--- config.mk ---
export PLATFORM = sky130hd
export DESIGN_NAME = top_k_peak_tracker
export DESIGN_NICKNAME = d
export VERILOG_FILES = /design/src/sv/tkpt_pkg.sv /design/src/sv/tkpt_slot_file.sv /design/src/sv/top_k_peak_tracker.sv
export SDC_FILE = /design/constraint.sdc
export NUM_CORES = 1
export LEC_CHECK = 0
export ABC_AREA = 1
export BUFFER_PORTS_ARGS = -buffer_cell sky130_fd_sc_hd__buf_2
export CELL_PAD_IN_SITES_DETAIL_PLACEMENT = 0
export CELL_PAD_IN_SITES_GLOBAL_PLACEMENT = 1
export CORE_MARGIN = 1.5
export CORE_UTILIZATION = 49
export DETAILED_ROUTE_END_ITERATION = 6
export PLACE_DENSITY_LB_ADDON = 0.15
export SLEW_MARGIN = 30
export SYNTH_ARGS = -nofsm -noshare
export SYNTH_HDL_FRONTEND = slang
export SYNTH_HIERARCHICAL = 1
export SYNTH_SLANG_ARGS = --single-unit
--- constraint.sdc ---
create_clock -name clk -period 5.97 [get_ports clk]
set_clock_uncertainty 0.05 [all_clocks]
set_input_delay 0.8955 -clock clk [delete_from_list [all_inputs] [get_ports clk]]
set_output_delay 0.8955 -clock clk [all_outputs]
set_load 0.05 [all_outputs]
--- src/sv/tkpt_pkg.sv ---
// Shared types and constants for the top-k peak tracker.
package tkpt_pkg;

  // Number of entries the sorted list can hold.
  localparam int CAPACITY = 8;
  // Slot address width and held-count width.
  localparam int IDX_W = (CAPACITY > 1) ? $clog2(CAPACITY) : 1;
  localparam int CNT_W = $clog2(CAPACITY + 1);
  // Fixed field widths of the ports.
  localparam int FREQ_W  = 32;
  localparam int LEVEL_W = 16;
  localparam int RANK_W  = 3;
  localparam int COUNT_W = 4;
  // Width used when comparing a requested rank against the count.
  localparam int CMP_W = (CNT_W > RANK_W) ? CNT_W : RANK_W;

  // Request codes.
  localparam logic [1:0] REQ_OBSERVE = 2'd0;
  localparam logic [1:0] REQ_READ    = 2'd1;
  localparam logic [1:0] REQ_CLEAR   = 2'd2;

  // One list entry.
  typedef struct packed {
    logic [FREQ_W-1:0]         freq;
    logic signed [LEVEL_W-1:0] level;
  } slot_t;

  // Write command from the sequencer to the slot file.
  typedef struct packed {
    logic             en;
    logic [IDX_W-1:0] addr;
    slot_t            data;
  } slot_wr_t;

endpackage

--- src/sv/tkpt_slot_file.sv ---
// Slot register file: one write port and one read port for the sorted list.
module tkpt_slot_file
  import tkpt_pkg::*;
(
  input  logic             clk,
  input  slot_wr_t         wr,
  input  logic [IDX_W-1:0] rd_addr,
  output slot_t            rd_data
);

  slot_t slots [CAPACITY];

  // Entries are written by the sequencer; contents are undefined until written.
  always_ff @(posedge clk) begin
    if (wr.en) begin
      slots[wr.addr] <= wr.data;
    end
  end

  // Single read address chosen by the sequencer.
  assign rd_data = slots[rd_addr];

endmodule

--- src/sv/top_k_peak_tracker.sv ---
// Top level of the top-k peak tracker: sequencer, held count and result register.
// Read, clear and unused codes go from acceptance straight to the report state, which loads the result.
// An observe walks the list once to find the frequency, may check the weakest entry when the list
// is full, then moves the entry up one rank per cycle until it stands in its place.
// One transaction is taken at a time, and each one steps through the single read port of the slot
// file. Reset empties the list; slot contents are not cleared.
module top_k_peak_tracker
  import tkpt_pkg::*;
(
  input  logic                      clk,
  input  logic                      rst,
  input  logic                      req_valid,
  output logic                      req_ready,
  input  logic [1:0]                req_type,
  input  logic [FREQ_W-1:0]         frequency,
  input  logic signed [LEVEL_W-1:0] level,
  input  logic [RANK_W-1:0]         entry_index,
  output logic                      rsp_valid,
  input  logic                      rsp_ready,
  output logic                      entry_valid,
  output logic [FREQ_W-1:0]         entry_frequency,
  output logic signed [LEVEL_W-1:0] entry_level,
  output logic [COUNT_W-1:0]        entry_count
);

  typedef enum logic [4:0] {
    ST_IDLE   = 5'b00001,
    ST_SCAN   = 5'b00010,
    ST_CHECK  = 5'b00100,
    ST_SHIFT  = 5'b01000,
    ST_REPORT = 5'b10000
  } state_t;

  state_t                    state, state_next;
  logic [1:0]                req_q;
  logic [RANK_W-1:0]         rank_q;
  logic [FREQ_W-1:0]         cur_freq;
  logic signed [LEVEL_W-1:0] cur_level, cur_level_next;
  logic [CNT_W-1:0]          ptr, ptr_next;
  logic [CNT_W-1:0]          count, count_next;
  logic [CNT_W-1:0]          ptr_dec;
  logic [IDX_W-1:0]          rd_addr;
  logic [RANK_W-1:0]         rep_rank;
  logic                      rep_valid;
  logic                      rsp_load;
  logic                      moves_before;
  slot_t                     rd_data;
  slot_wr_t                  wr;

  tkpt_slot_file u_slots (
    .clk     (clk),
    .wr      (wr),
    .rd_addr (rd_addr),
    .rd_data (rd_data)
  );

  assign req_ready = (state == ST_IDLE);
  assign ptr_dec   = ptr - CNT_W'(1);

  // Rank reported by this transaction and whether that entry exists.
  assign rep_rank  = (req_q == REQ_READ) ? rank_q : RANK_W'(0);
  assign rep_valid = CMP_W'(rep_rank) < CMP_W'(count);
  assign rsp_load  = (state == ST_REPORT) && (!rsp_valid || rsp_ready);

  // The held entry ranks before the one just above the hole.
  assign moves_before = ($signed(cur_level) > $signed(rd_data.level)) ||
                        (($signed(cur_level) == $signed(rd_data.level)) &&
                         (cur_freq < rd_data.freq));

  // Read address of the slot file for the current step.
  always_comb begin
    unique case (state)
      ST_SCAN:   rd_addr = ptr[IDX_W-1:0];
      ST_CHECK:  rd_addr = IDX_W'(CAPACITY - 1);
      ST_SHIFT:  rd_addr = ptr_dec[IDX_W-1:0];
      ST_REPORT: rd_addr = IDX_W'(rep_rank);
      default:   rd_addr = '0;
    endcase
  end

  // Sequencer: scan for the frequency, decide the hole, then bubble the entry up.
  always_comb begin
    state_next     = state;
    ptr_next       = ptr;
    count_next     = count;
    cur_level_next = cur_level;
    wr             = '0;
    unique case (state)
      ST_IDLE: begin
        if (req_valid) begin
          ptr_next       = '0;
          cur_level_next = level;
          if (req_type == REQ_OBSERVE) begin
            state_next = ST_SCAN;
          end else begin
            if (req_type == REQ_CLEAR) begin
              count_next = '0;
            end
            state_next = ST_REPORT;
          end
        end
      end
      ST_SCAN: begin
        if (ptr == count) begin
          // Frequency not held: append, or contest the weakest entry.
          if (count < CNT_W'(CAPACITY)) begin
            count_next = count + CNT_W'(1);
            state_next = ST_SHIFT;
          end else begin
            state_next = ST_CHECK;
          end
        end else if (rd_data.freq == cur_freq) begin
          if ($signed(rd_data.level) > $signed(cur_level)) begin
            cur_level_next = rd_data.level;
          end
          state_next = ST_SHIFT;
        end else begin
          ptr_next = ptr + CNT_W'(1);
        end
      end
      ST_CHECK: begin
        if ($signed(cur_level) > $signed(rd_data.level)) begin
          ptr_next   = CNT_W'(CAPACITY - 1);
          state_next = ST_SHIFT;
        end else begin
          state_next = ST_REPORT;
        end
      end
      ST_SHIFT: begin
        wr.en   = 1'b1;
        wr.addr = ptr[IDX_W-1:0];
        if ((ptr != '0) && moves_before) begin
          wr.data  = rd_data;
          ptr_next = ptr_dec;
        end else begin
          wr.data.freq  = cur_freq;
          wr.data.level = cur_level;
          state_next    = ST_REPORT;
        end
      end
      ST_REPORT: begin
        if (rsp_load) begin
          state_next = ST_IDLE;
        end
      end
      default: state_next = ST_IDLE;
    endcase
  end

  // Control registers.
  always_ff @(posedge clk) begin
    if (rst) begin
      state     <= ST_IDLE;
      count     <= '0;
      rsp_valid <= 1'b0;
    end else begin
      state <= state_next;
      count <= count_next;
      if (rsp_load) begin
        rsp_valid <= 1'b1;
      end else if (rsp_ready) begin
        rsp_valid <= 1'b0;
      end
    end
  end

  // Transaction payload and working registers.
  always_ff @(posedge clk) begin
    ptr       <= ptr_next;
    cur_level <= cur_level_next;
    if (req_valid && req_ready) begin
      req_q    <= req_type;
      rank_q   <= entry_index;
      cur_freq <= frequency;
    end
  end

  // Result register, held until the response transaction completes.
  always_ff @(posedge clk) begin
    if (rsp_load) begin
      entry_valid     <= rep_valid;
      entry_frequency <= rep_valid ? rd_data.freq : '0;
      entry_level     <= rep_valid ? rd_data.level : '0;
      entry_count     <= COUNT_W'(count);
    end
  end

  // The list never holds more than its capacity.
  a_count_bound: assert property (@(posedge clk) disable iff (rst)
    count <= CNT_W'(CAPACITY))
    else $error("held count exceeds capacity");

  // A clear empties the list at once.
  a_clear_empties: assert property (@(posedge clk) disable iff (rst)
    (req_valid && req_ready && (req_type == REQ_CLEAR)) |=> (count == '0))
    else $error("clear did not empty the list");

  // A reported entry implies a nonempty list.
  a_valid_count: assert property (@(posedge clk) disable iff (rst)
    (rsp_valid && entry_valid) |-> (entry_count != '0))
    else $error("valid entry reported with empty list");

  // The scan pointer never runs past the held entries.
  a_scan_bound: assert property (@(posedge clk) disable iff (rst)
    (state == ST_SCAN) |-> (ptr <= count))
    else $error("scan pointer beyond held count");

endmodule

Yosys cells after proc, flatten, opt, wreduce, memory -nomap -nowiden
Memories as Yosys holds them, arrays and structs flattened.
Index checks and enable logic that the tools add are counted.
{"block": "classes", "n_addsub": 3, "order_cmp": 5, "eq_ne": 24, "muxes": 34, "n_reduce_logical": 16}
{"operator": "$mux W16", "count": 4}
{"operator": "$mux W52", "count": 1}
{"operator": "$mux W48", "count": 1}
{"operator": "$mux W4", "count": 11}
{"operator": "$mux W5", "count": 7}
{"operator": "$eq A32 B32 Y1", "count": 1}
{"operator": "$gt A16 B16 Y1", "count": 2}
{"operator": "$lt A32 B32 Y1", "count": 1}
{"operator": "$pmux W16 S2", "count": 1}
{"operator": "$pmux W5 S5", "count": 1}
{"operator": "$ne A2 B2 Y1 const B", "count": 12}
{"operator": "$eq A16 B16 Y1", "count": 1}
{"operator": "$pmux W4 S4", "count": 1}
{"operator": "$pmux W3 S4", "count": 1}
{"operator": "$reduce_and A6 Y1", "count": 2}
{"operator": "$add A4 B1 Y4 const B", "count": 2}
{"operator": "$pmux W4 S2", "count": 1}
{"operator": "$reduce_bool A4 Y1", "count": 2}
{"operator": "$eq A5 B1 Y1 const B", "count": 1}
{"operator": "$eq A5 B2 Y1 const B", "count": 1}
{"operator": "$eq A5 B3 Y1 const B", "count": 1}
{"operator": "$eq A5 B4 Y1 const B", "count": 1}
{"operator": "$eq A5 B5 Y1 const B", "count": 1}
{"operator": "$reduce_and A5 Y1", "count": 1}
{"operator": "other kinds (16)", "count": 24}
{"block": "word_totals", "register_bits": 120, "mem_bits_rw": 384, "in_bits": 57, "elab_cells": 95, "mem_count": 1}
{"memory": "u_slots.slots", "depth": 8, "word_bits": 48, "rd": 1, "rd_clocked_by_memory_dff": 0, "wr": 1, "line_no": "tkpt_slot_file.sv:11", "text": "slot_t slots [CAPACITY];"}

Longest topological paths before layout
An unclocked memory read counts as a cell.
{"block": "logic_depth", "depth_word": 12, "mapped_depth": 32, "depth_no_buf": 29}

Modules after synthesis
Netlist, hierarchy kept.
{"module": "tkpt_slot_file", "instances": 1, "cells_each": 1677, "area_each_um2": 16709.8}
{"module": "top_k_peak_tracker", "instances": 1, "cells_each": 688, "area_each_um2": 6800.3}

Worst setup path after synthesis
OpenSTA, ideal clock, no wires.
{"block": "synth_timing", "path_kind": "reg-to-reg", "startpoint": "register state[2]", "endpoint": "register cur_level[0], enable pin", "setup_time_ps": 409, "t_arrival_ps": 4040, "required_time_ps": 5511, "path_slack_ps": 1471, "path_stages_with_launch": 21, "synth_period_minus_slack_ps": 4499, "path_cell_list": "dfxtp_1 -> nor2_1 -> nand4_1 -> clkbuf_1 -> o221ai_1 -> buf_2 -> buf_2 -> nand2_1 -> nand3_1 -> nand2_1 -> nand2_1 -> nand2_1 -> inv_1 -> ha_1 -> a21oi_1 -> o21ai_0 -> a21oi_1 -> nand3_1 -> nand2_1 -> a21oi_1 -> nor3_1"}
{"element": "start, declared", "line_no": "top_k_peak_tracker.sv:34", "text": "state_t state, state_next;"}
{"element": "start signal, assigned", "line_no": "top_k_peak_tracker.sv:157", "text": "state <= state_next;"}
{"element": "end signal, assigned", "line_no": "top_k_peak_tracker.sv:170", "text": "cur_level <= cur_level_next;"}
{"element": "end, declared", "line_no": "top_k_peak_tracker.sv:38", "text": "logic signed [LEVEL_W-1:0] cur_level, cur_level_next;"}

==> impl_metrics.yaml <==
outcome:
  status: "completed"
yosys:
  synthXorXnorAreaFrac_pct: 0.149
  synth_ff_type: "edfxtp_1"
  synth_top_cell_by_area: "edfxtp_1"
  synth_nets: 2475
  async_flop_share_pct: 0
  synthDistinctLibCells: 41
  synthMuxAreaShare_pct: 0
  synth_edf_count: 494
  synth.cell_area_um2: 23500
  ys_ff_latch: 504
  synth_top_family_by_area: "simple AND/OR/NAND/NOR gates"
  yosysTopAreaCellShare_pct: 63.1
  netlist_top_cells_area: "edfxtp_1 (63%), nand2_1 (12%), inv_1 (7.9%), nand3_1 (4.5%), ha_1 (2.8%)"
  postSynthAreaPerCell_um2: 9.94
  synthAdderAreaFrac_pct: 2.82
  syn_inst: 2365
  ys_warn_count: 6
  synth-simple-area-share_pct: 19.4
  synth-compound-area-share_pct: 3.46
  yosysSeqAreaShare_pct: 63.9
floorplanning:
  ioPinCount: 112
  die_y_um: 222
  rows: 80
  core_area_um2: 47500
  dieArea_um2: 49300
  dieWidth_um: 222
  start_util_pct: 49.4
clock_tree:
  cts_made_buffers: 54
  cts_tree: "built"
  clockBufferDepth: 3
  cts_setup_buffers: 0
  hold_buffers: 0
  clock_sinks: 504
  clk_pin_slew_ps: 60
  cts_root_buf: "clkbuf_16"
  clk_latency_ps: 600
  ctsResizeCount: 0
  cts_max_level: 2
grt:
  grt_use_total_pct: 22.5
  grt_pass1_vias: 14900
  antenna_found_initial: 0
  grt_pass1_wl_um: 84400
  grt_max_degree: 193
  grt_overflow: 0
power_and_ir_drop:
  intPower_w: 0.00694
  p_leak_nw: 12.2
  power_frac_comb_pct: 25.6
  p_switching_w: 0.00336
  p_seq_share_pct: 43.2
  pwr-share-clk_pct: 31.3
  vdd_ir_drop_max_v: 0.000381
  switching_share_pct: 32.7
  power_density_nw_per_um2: 387
worst_setup_path:
  worst_setup_path_start_kind: "register"
  crit_path_max_fanout: 192
  cpPeakStageDelay_ps: 590
  cpMaxStageDelayCell: "buf_12"
  critPathMostFrequentCell: "nand2_1"
  crit_type: "register to register"
  arrival_ps: 5840
  cp.required_ps: 6240
  end_kind: "register"
finish:
  n_antenna_cell: 0
  nets: 2594
  final_common_cell: "nand2_1"
  fin_util_pct: 56.0
  drive_above_1_share_pct: 13.4
  final_cell_mix: "nand2_1 (723), inv_1 (494), edfxtp_1 (494), nand3_1 (211), buf_2 (111)"
  n_fill_cell: 4040
  area.growth.synth_to_final_pct: 13.3
place:
  port_buffers: 111
  place_congestion: 0.796
  dp_hpwl_um: 31300
route:
  first_pass_iters: 5
  drc: 0
  wire_per_inst_um: 17.4
  viasPerCell: 4.90
  num_vias: 15400
  ant_nets: 0
  routed_wl_um: 54800
  drtIter0Drc: 1026
timing:
  worstMarginPinSlew_ps: 993
  setup_tns_ps: 0
  final_max_slew_viol_count: 0
  max_freq_mhz: 180
  maxSlewHeadroom_pct: 33.8
  rsz0062_at_grt: "no"
  fin_crit_sh_pct: 93.2
  setup_viol: 0
  hold_viol: 0
  finalCriticalPeriod_ps: 5570
worst_hold_path:
  hp-class: "input pin to register"
run:
  drv_cap: 0
power by group through the flow:
stage / clock, W / combinational (W) / sequential (W)
finish: 0.00322 / 0.00263 / 0.00445
global placement: 0 / 0.00262 / 0.00452
detailed placement: 0 / 0.00266 / 0.00452
floorplan: 0 / 0.00174 / 0.00457
CTS: 0.00330 / 0.00267 / 0.00445
global route: 0.00341 / 0.00299 / 0.00447
flip-flops by register name (all words and copies together) (netlist names):
| name | count |
|---|---|
| count | 4 |
| cur_freq | 32 |
| cur_level | 16 |
| entry_count | 4 |
| entry_frequency | 32 |
| entry_level | 16 |
| entry_valid | 1 |
| ptr | 4 |
| rank_q | 3 |
| req_q | 2 |
| rsp_valid | 1 |
| state | 5 |
| u_slots/slots | 384 |
cell families after synthesis:
kind of cell,count (synthesis)
adders and majority gates,53
and+or+nand+nor,1088
buffers and inverters,591
AOI/OAI and AO/OA,125
DFF,504
xor gates and xnor gates,4
worst max-delay path: cells and delay by family (launching register included):
kind	cells	cell delay (ps)
adder cells (fa/ha/maj)	1	160
AND/OR/NAND/NOR	17	2630
buffers and inverters	5	1280
flip-flops	1	340
AO/OA/AOI/OAI	2	620
final timing paths:
check | slack (ps) | to | from | cells past startpoint
setup reg to reg | 400 | u_slots/slots[6][5] | state[2] | 25
setup / recovery | 400 | u_slots/slots[6][5] | state[2] | 25
hold reg to reg | 490 | entry_count[1] | count[1] | 0
hold / removal | 420 | cur_freq[8] | frequency[8] | 1
synthesized netlist by cell type (9+ instances only):
cell and count:
nand2_1 723, inv_1 495, edfxtp_1 494, nand3_1 211, nor2_1 87, ha_1 53
buf_2 51, nand2_2 43, o21ai_2 40, a21oi_1 34, o21ai_0 29, clkbuf_1 20
o21ai_1 11, dfxtp_1 10, buf_4 9
layout make-up:
| class | count | area, µm² | area share [%] |
|---|---|---|---|
| sequential | 504 | 15000 | 56.4 |
| multi-input combinational | 1270 | 6180 | 23.2 |
| inverter | 499 | 1890 | 7.08 |
| clock buffer | 70 | 1500 | 5.65 |
| timing repair buffer | 155 | 1040 | 3.90 |
| tap | 615 | 769 | 2.89 |
| clock inverter | 30 | 224 | 0.841 |
routing by layer:
layer,share of wire [%],global-route usage [%],up-vias
met1,45,30.6,7202
met4,2.0,6.41,0
met3,4.7,2.99,77
li1,-,-,7754
met2,48,38.1,356
met5,0,0,-
stage by stage:
step	cells	hold slack [ps]	cell area, µm²	power (W)	worst slack (ps)
floorplan	2365	425	23500	0.00631	1470
global placement	3040	481	24800	0.00714	511
CTS	3142	388	26600	0.0104	430
global route	3143	399	26600	0.0109	14.6
finish	3143	423	26600	0.0103	405
detailed placement	3042	479	24900	0.00717	449
Note: power is estimated with default switching activity, not from simulation.
